==> config.mk <==
export PLATFORM = sky130hd
export DESIGN_NAME = cow_ovl_ctrl
export DESIGN_NICKNAME = d
export VERILOG_FILES = /design/src/hdl/cow_ovl_pkg.sv /design/src/hdl/cow_ovl_ctrl.sv
export SDC_FILE = /design/constraint.sdc
export NUM_CORES = 1
export LEC_CHECK = 0
export ABC_CLOCK_PERIOD_IN_PS = 1200
export BUFFER_PORTS_ARGS = -buffer_cell sky130_fd_sc_hd__buf_2
export CORE_AREA = 2 2 39 41
export CTS_CLUSTER_DIAMETER = 200
export DETAILED_ROUTE_END_ITERATION = 8
export DIE_AREA = 0 0 41 43
export GPL_TIMING_DRIVEN = 1
export PLACE_DENSITY = 0.75
export RECOVER_POWER = 25
export SETUP_SLACK_MARGIN = 0.4
export SKIP_CTS_REPAIR_TIMING = 1
export SLEW_MARGIN = 10
export SYNTH_ARGS = -nofsm -noshare
export SYNTH_HDL_FRONTEND = slang
export SYNTH_SLANG_ARGS = --single-unit
==> constraint.sdc <==
create_clock -name clock -period 1.2 [get_ports clock]
set_input_delay 0.06 -clock clock [delete_from_list [all_inputs] [get_ports clock]]
set_output_delay 0.06 -clock clock [all_outputs]
set_load 0.02 [all_outputs]
==> src/hdl/cow_ovl_pkg.sv <==
`default_nettype none
package cow_ovl_pkg;

   localparam int unsigned SectorsPerPage = 8;
   localparam int unsigned OffW           = $clog2(SectorsPerPage);
   localparam int unsigned MaxPages       = 4096;
   localparam int unsigned SlotW          = $clog2(MaxPages);
   localparam int unsigned Buckets        = 256;
   localparam int unsigned HashW          = $clog2(Buckets);
   localparam int unsigned TagW           = 32 - OffW;

   localparam logic [1:0] StOk    = 2'd0;
   localparam logic [1:0] StNoDev = 2'd1;
   localparam logic [1:0] StIoErr = 2'd2;

   // result kinds the controller asks the datapath to emit
   typedef enum logic [2:0] {
      EMIT_NONE,
      EMIT_NODEV,
      EMIT_IOERR,
      EMIT_BASE,
      EMIT_HIT,
      EMIT_FRESH
   } emit_type;

   typedef struct packed {
      logic     load;
      logic     rd_head;
      logic     rd_first;
      logic     rd_next;
      emit_type emit;
   } cmd_type;

   typedef struct packed {
      logic is_write;
      logic zero_count;
      logic range_err;
      logic head_valid;
      logic tag_match;
      logic next_valid;
      logic full;
      logic out_free;
      logic last_seg;
   } stat_type;

endpackage
`default_nettype wire

==> src/hdl/cow_ovl_ctrl.sv <==
`default_nettype none
module cow_ovl_ctrl import cow_ovl_pkg::*; (
   input  wire logic     clock,
   input  wire logic     reset,
   input  wire logic     req_tvalid,
   output logic          req_tready,
   input  wire stat_type stat,
   output cmd_type       cmd
);

   typedef enum logic [2:0] {
      S_IDLE, S_CHECK, S_HEAD, S_HCHK, S_TCHK, S_MISS, S_ERR
   } state_type;

   state_type state_ff, state_in;
   logic      err_io_ff, err_io_in;

   assign req_tready = (state_ff == S_IDLE);

   always_comb begin
      state_in  = state_ff;
      err_io_in = err_io_ff;
      cmd       = '{load: 1'b0, rd_head: 1'b0, rd_first: 1'b0, rd_next: 1'b0,
                    emit: EMIT_NONE};
      case (state_ff)
         S_IDLE: begin
            if (req_tvalid) begin
               cmd.load = 1'b1;
               state_in = S_CHECK;
            end
         end
         S_CHECK: begin
            if (stat.zero_count) begin
               err_io_in = 1'b0;
               state_in  = S_ERR;
            end else if (stat.range_err) begin
               err_io_in = 1'b1;
               state_in  = S_ERR;
            end else begin
               state_in = S_HEAD;
            end
         end
         S_HEAD: begin
            cmd.rd_head = 1'b1;
            state_in    = S_HCHK;
         end
         S_HCHK: begin
            if (stat.head_valid) begin
               cmd.rd_first = 1'b1;
               state_in     = S_TCHK;
            end else begin
               state_in = S_MISS;
            end
         end
         S_TCHK: begin
            if (stat.tag_match) begin
               if (stat.out_free) begin
                  cmd.emit = EMIT_HIT;
                  state_in = stat.last_seg ? S_IDLE : S_HEAD;
               end
            end else if (stat.next_valid) begin
               cmd.rd_next = 1'b1;
            end else begin
               state_in = S_MISS;
            end
         end
         S_MISS: begin
            if (stat.is_write && stat.full) begin
               err_io_in = 1'b1;
               state_in  = S_ERR;
            end else if (stat.out_free) begin
               cmd.emit = stat.is_write ? EMIT_FRESH : EMIT_BASE;
               state_in = stat.last_seg ? S_IDLE : S_HEAD;
            end
         end
         S_ERR: begin
            if (stat.out_free) begin
               cmd.emit = err_io_ff ? EMIT_IOERR : EMIT_NODEV;
               state_in = S_IDLE;
            end
         end
         default: begin
            state_in = S_IDLE;
         end
      endcase
   end

   always_ff @(posedge clock) begin
      if (reset) begin
         state_ff  <= S_IDLE;
         err_io_ff <= 1'b0;
      end else begin
         state_ff  <= state_in;
         err_io_ff <= err_io_in;
      end
   end

   a_load_idle: assert property (@(posedge clock) disable iff (reset)
      cmd.load |=> state_ff == S_CHECK)
      else $error("load outside idle");
   a_one_read: assert property (@(posedge clock) disable iff (reset)
      $onehot0({cmd.rd_head, cmd.rd_first, cmd.rd_next, cmd.emit != EMIT_NONE}))
      else $error("conflicting commands");
   a_err_done: assert property (@(posedge clock) disable iff (reset)
      (cmd.emit == EMIT_IOERR || cmd.emit == EMIT_NODEV) |=> state_ff == S_IDLE)
      else $error("error result not final");

endmodule
`default_nettype wire

=== Word-level counts from Yosys, hierarchy flattened ===
Index checks and enable logic that the tools add are counted.

* Register bits: 4
* Bits in latches: 0
* Bits in writable memories: 0
* Memory bits (read-only): 0
* Bits of input ports: 12
* Word-level logic and storage cells: 49
* Memories: 0

* $add $sub $neg: 0
* Multipliers: 0
* Divide/modulo/power cells: 0
* $lt $le $gt $ge: 0
* Eq/ne operators: 11
* Shift-type cells: 0
* Multiplexer cells: 31
* Bitwise gates (word level): 0
* Reductions and logical operators: 5

{| class="wikitable"
|+ Operators with widths
! kind !! count
|-
| 3-bit 2-to-1 mux || 13
|-
| 3-bit one-hot mux with 7 select lines || 1
|-
| 1-bit 2-to-1 mux || 12
|-
| 3-bit == test (second input constant) || 3
|-
| 3-bit one-hot mux with 3 select lines || 1
|-
| 3-bit by 2-bit == test with 1-bit output (second input constant) || 2
|-
| 2-bit 2-to-1 mux || 3
|-
| 2-bit inequality test (second input constant) || 3
|-
| 3-bit inequality test (second input constant) || 2
|-
| 3-bit AND reduction || 2
|-
| 3-bit by 1-bit == test with 1-bit output (second input constant) || 1
|-
| 3-bit logical NOT || 1
|-
| 1-bit one-hot mux with 2 select lines || 1
|-
| 2-bit nonzero test || 1
|-
| 1-bit logical AND || 1
|}

=== Longest topological paths before layout ===
* Depth in word-level cells: 4
* Gate-level depth with buffers: 5

=== Least setup slack after synthesis ===
No wires, ideal clock.

* Path kind: register to output
* Start point: register state_ff[1]
* End point: output cmd[3] (netlist name)
* Arrival time: 1366 ps
* Slack: -226 ps
* Cell stages (with the launch flop): 4
* Cells stage by stage: dfxtp_1 -> buf_4 -> buf_4 -> nor4b_1

{| class="wikitable"
|+ RTL lines
! item !! line !! RTL
|-
| from (decl) || cow_ovl_ctrl.sv:15 || <nowiki>state_type state_ff, state_in;</nowiki>
|-
| from (signal assigned) || cow_ovl_ctrl.sv:93 || <nowiki>state_ff <= state_in;</nowiki>
|-
| to (decl) || cow_ovl_ctrl.sv:8 || <nowiki>output cmd_type cmd</nowiki>
|}

==> metrics.yaml <==
worstPathBufferInverterCount: 3
final_core_utilization_pct: 62.57
worstMarginPinSlew_ns: 0.2268
violated_checks: "setup timing"
route.detailed.drc: 0
first_pass_grt_wire_length_um: 2001
final_max_slew_viol_count: 0
synth.yosys.warnings: 0
sequential_element_share_of_the_synthesized_area_pct: 17.83
diodes: 0
synthMuxAreaShare_pct: 0
remaining_global_route_overflow: 0
critical_path.endpoint_type: "output port"
final_nets: 104
grt_max_degree: 10
antenna_violating_nets_post_route: 0
achievable-frequency_ghz: 0.7634
wl_um: 1461
dieArea_um2: 1763
grt_setup_unrepaired: "yes"
grt_pass1_vias: 491
timing.critical_path.fanout_max: 5
placed_cells_incl_taps: 97
antenna_violations_before_repair: 0
fin_crit_ns: 1.310
clock_path_buffers: 2
ws_path_type: "flip-flop to output port"
synth_nets: 68
clock_tree.root_cell: "clkbuf_4"
power.ir.vdd_worst_mv: 1.389
clock_latency_ns: 0.23
routedWlPerCell_um: 13.65
cpMaxStageDelayCell: "dfxtp_4"
drt-initial-drc-count: 4
die_x_um: 41
gp_congestion: 0.7348
postSynthAreaPerCell_um2: 8.021
ios: 20
finalSetupViolCount: 10
min_period_over_period_pct: 109.2
critPathTopFamily: "flip-flops"
crit_chain: "buf_6 > nor3_4 > buf_4 > and2_4 > buf_6"
tritoncts: "built"
post_synthesis_cell_area_um2: 449.2
chipHeight_um: 43
place_hpwl_um: 1060
cp.required_ns: 1.14
synth_compound_gate_area_share_pct: 30.92
startpoint_type: "flip-flop"
status: "finished, violations left"
final_hold_viol_count: 0
cts.clk_slew.worst_paths_ns: 0.04
whs_ns: 0.03065
synth_adder_area_share_pct: 0
min_path_type: "primary input to flip-flop"
cts_inserted_buffers: 3
row_count: 14
crit_top_cell: "buf_6"
preCtsSetupSlack_ns: -0.08160
count_of_h_tree_levels_built_during_cts: 1
max-slew-margin-rel_pct: 84.88
cap_viol_max_count: 0
worst_clock_skew_ns: 0.005186
synth_cell_type_count: 33
synth-simple-area-share_pct: 42.62
grt_util_all_layers_pct: 16.55
cts_sinks: 4
main_combinational_cell_family_by_area_after_synthesis: "simple AND/OR/NAND/NOR gates"
postLayoutSetupSlackWorst_ns: -0.1099
postSynthCellCount: 56
final_layout_size_suffix_gt1_share_pct: 68.13
synthToLayoutAreaGrowth_pct: 92.76
power_density_relative_to_cell_area_nw_per_um2: 2475
fillCellCount: 122
port-buffer-count: 19
initial_utilization_pct: 32.46
cellLeakagePower_nw: 0.3947
flip_flop_and_latch_count_after_synthesis: 4
drt-vias-per-instance: 5.159
placeableCoreArea_um2: 1384
detailedRoute.firstPassIterationCount: 4
detailroute.via_count: 552
post_synth_xor_area_fraction_pct: 0
critPathArrivalTime_ns: 1.25
max_stage_delay_ns: 0.36
final-instance-count-excl-fill: 107
==> cell families after synthesis <==
| logic type | after synthesis |
|---|---|
| AND/OR/NAND/NOR | 28 |
| AO/OA/AOI/OAI | 17 |
| flip-flops | 4 |
| buffers and inverters | 7 |
==> where the power goes <==
group	switching (mW)	total (mW)	internal [mW]	leakage (nW)
Combinational	0.682	1.59	0.909	0.345
Sequential	0.144	0.373	0.228	0.0349
Clock	0.0543	0.179	0.125	0.0150
==> state kept, by name, indices dropped and copies added (netlist names) <==
name	flops
state_ff	3
err_io_ff	1
==> final timing paths <==
kind	start	endpoint	slack, ns	depth (start not counted)
min	stat[7]	err_io_ff$_SDFFE_PP0P_	0.03	2
min reg2reg	err_io_ff$_SDFFE_PP0P_	err_io_ff$_SDFFE_PP0P_	0.59	2
max	state_ff[2]$_SDFFE_PP0P_	cmd[6]	-0.11	5
max reg2reg	state_ff[2]$_SDFFE_PP0P_	state_ff[1]$_SDFFE_PP0P_	-0.10	4
==> final cells by class <==
cell class              count  area (µm²)  share of cell area (%)
inverters                   3       13.76                   1.590
flip-flops and latches      4       91.34                   10.55
well taps                  16       20.02                   2.312
repair buffers             35       282.8                   32.66
clock buffers               4       26.28                   3.035
multi-input cells          45       431.7                   49.86
==> layer usage <==
layer  GRT usage, %  up-vias  share of wire, %
met2          26.25       12                57
met1          20.19      251                40
met4          10.00        0              0.41
met5              0        -                 0
li1               -      287                 -
met3          1.571        2               3.3
==> worst reg2reg max path, stage by stage (launching register included) <==
cell and delay [ns]:
dfxtp_4 0.38, buf_6 0.13, nand2_4 0.05, or4b_4 0.51, a41oi_2 0.15
==> layout by cell type, fill, tap and decap left out, drive strengths merged, types with 3 or more instances in the layout <==
master  netlist  layout
a21oi         3       3
dfxtp         4       4
nor2          4       4
clkbuf        0       4
nand2         4       4
nor3b         6       6
buf           4      35
nor3          4       4
inv           3       3
==> through the flow <==
step	total power, mW	instance area (µm²)	setup TNS [ns]
after global placement	1.505	693.2	-0.02397
after floorplan	1.170	535.5	0
after global routing	2.304	865.8	-1.237
after CTS	1.733	719.4	-1.601
final	2.143	865.8	-0.5763
after detailed placement	1.541	693.2	-0.1314
==> cell usage after synthesis (all sizes together) <==
master / instances / area, µm²
o32a: 1 / 10.01
a41oi: 1 / 16.27
a211o: 1 / 8.760
and3b: 1 / 8.760
o21ai: 1 / 5.000
or2b: 1 / 7.510
a22oi: 2 / 15.01
a2111o: 1 / 11.26
or2: 1 / 6.260
a21oi: 3 / 15.01
o21a: 1 / 7.510
nand2: 4 / 17.52
nor3: 4 / 20.02
o211ai: 1 / 7.510
a221oi: 2 / 17.52
o21bai: 1 / 7.510
a21boi: 1 / 7.510
and2: 1 / 6.260
nor4b: 1 / 8.760
or4b: 1 / 13.76
nor2: 4 / 15.01
nand2b: 1 / 6.260
nor2b: 1 / 8.760
and2b: 1 / 7.510
inv: 3 / 11.26
o311a: 1 / 10.01
dfxtp: 4 / 80.08
nor3b: 6 / 45.04
buf: 4 / 27.52
nand3b: 1 / 20.02
Power figures use the tool's default switching activity.
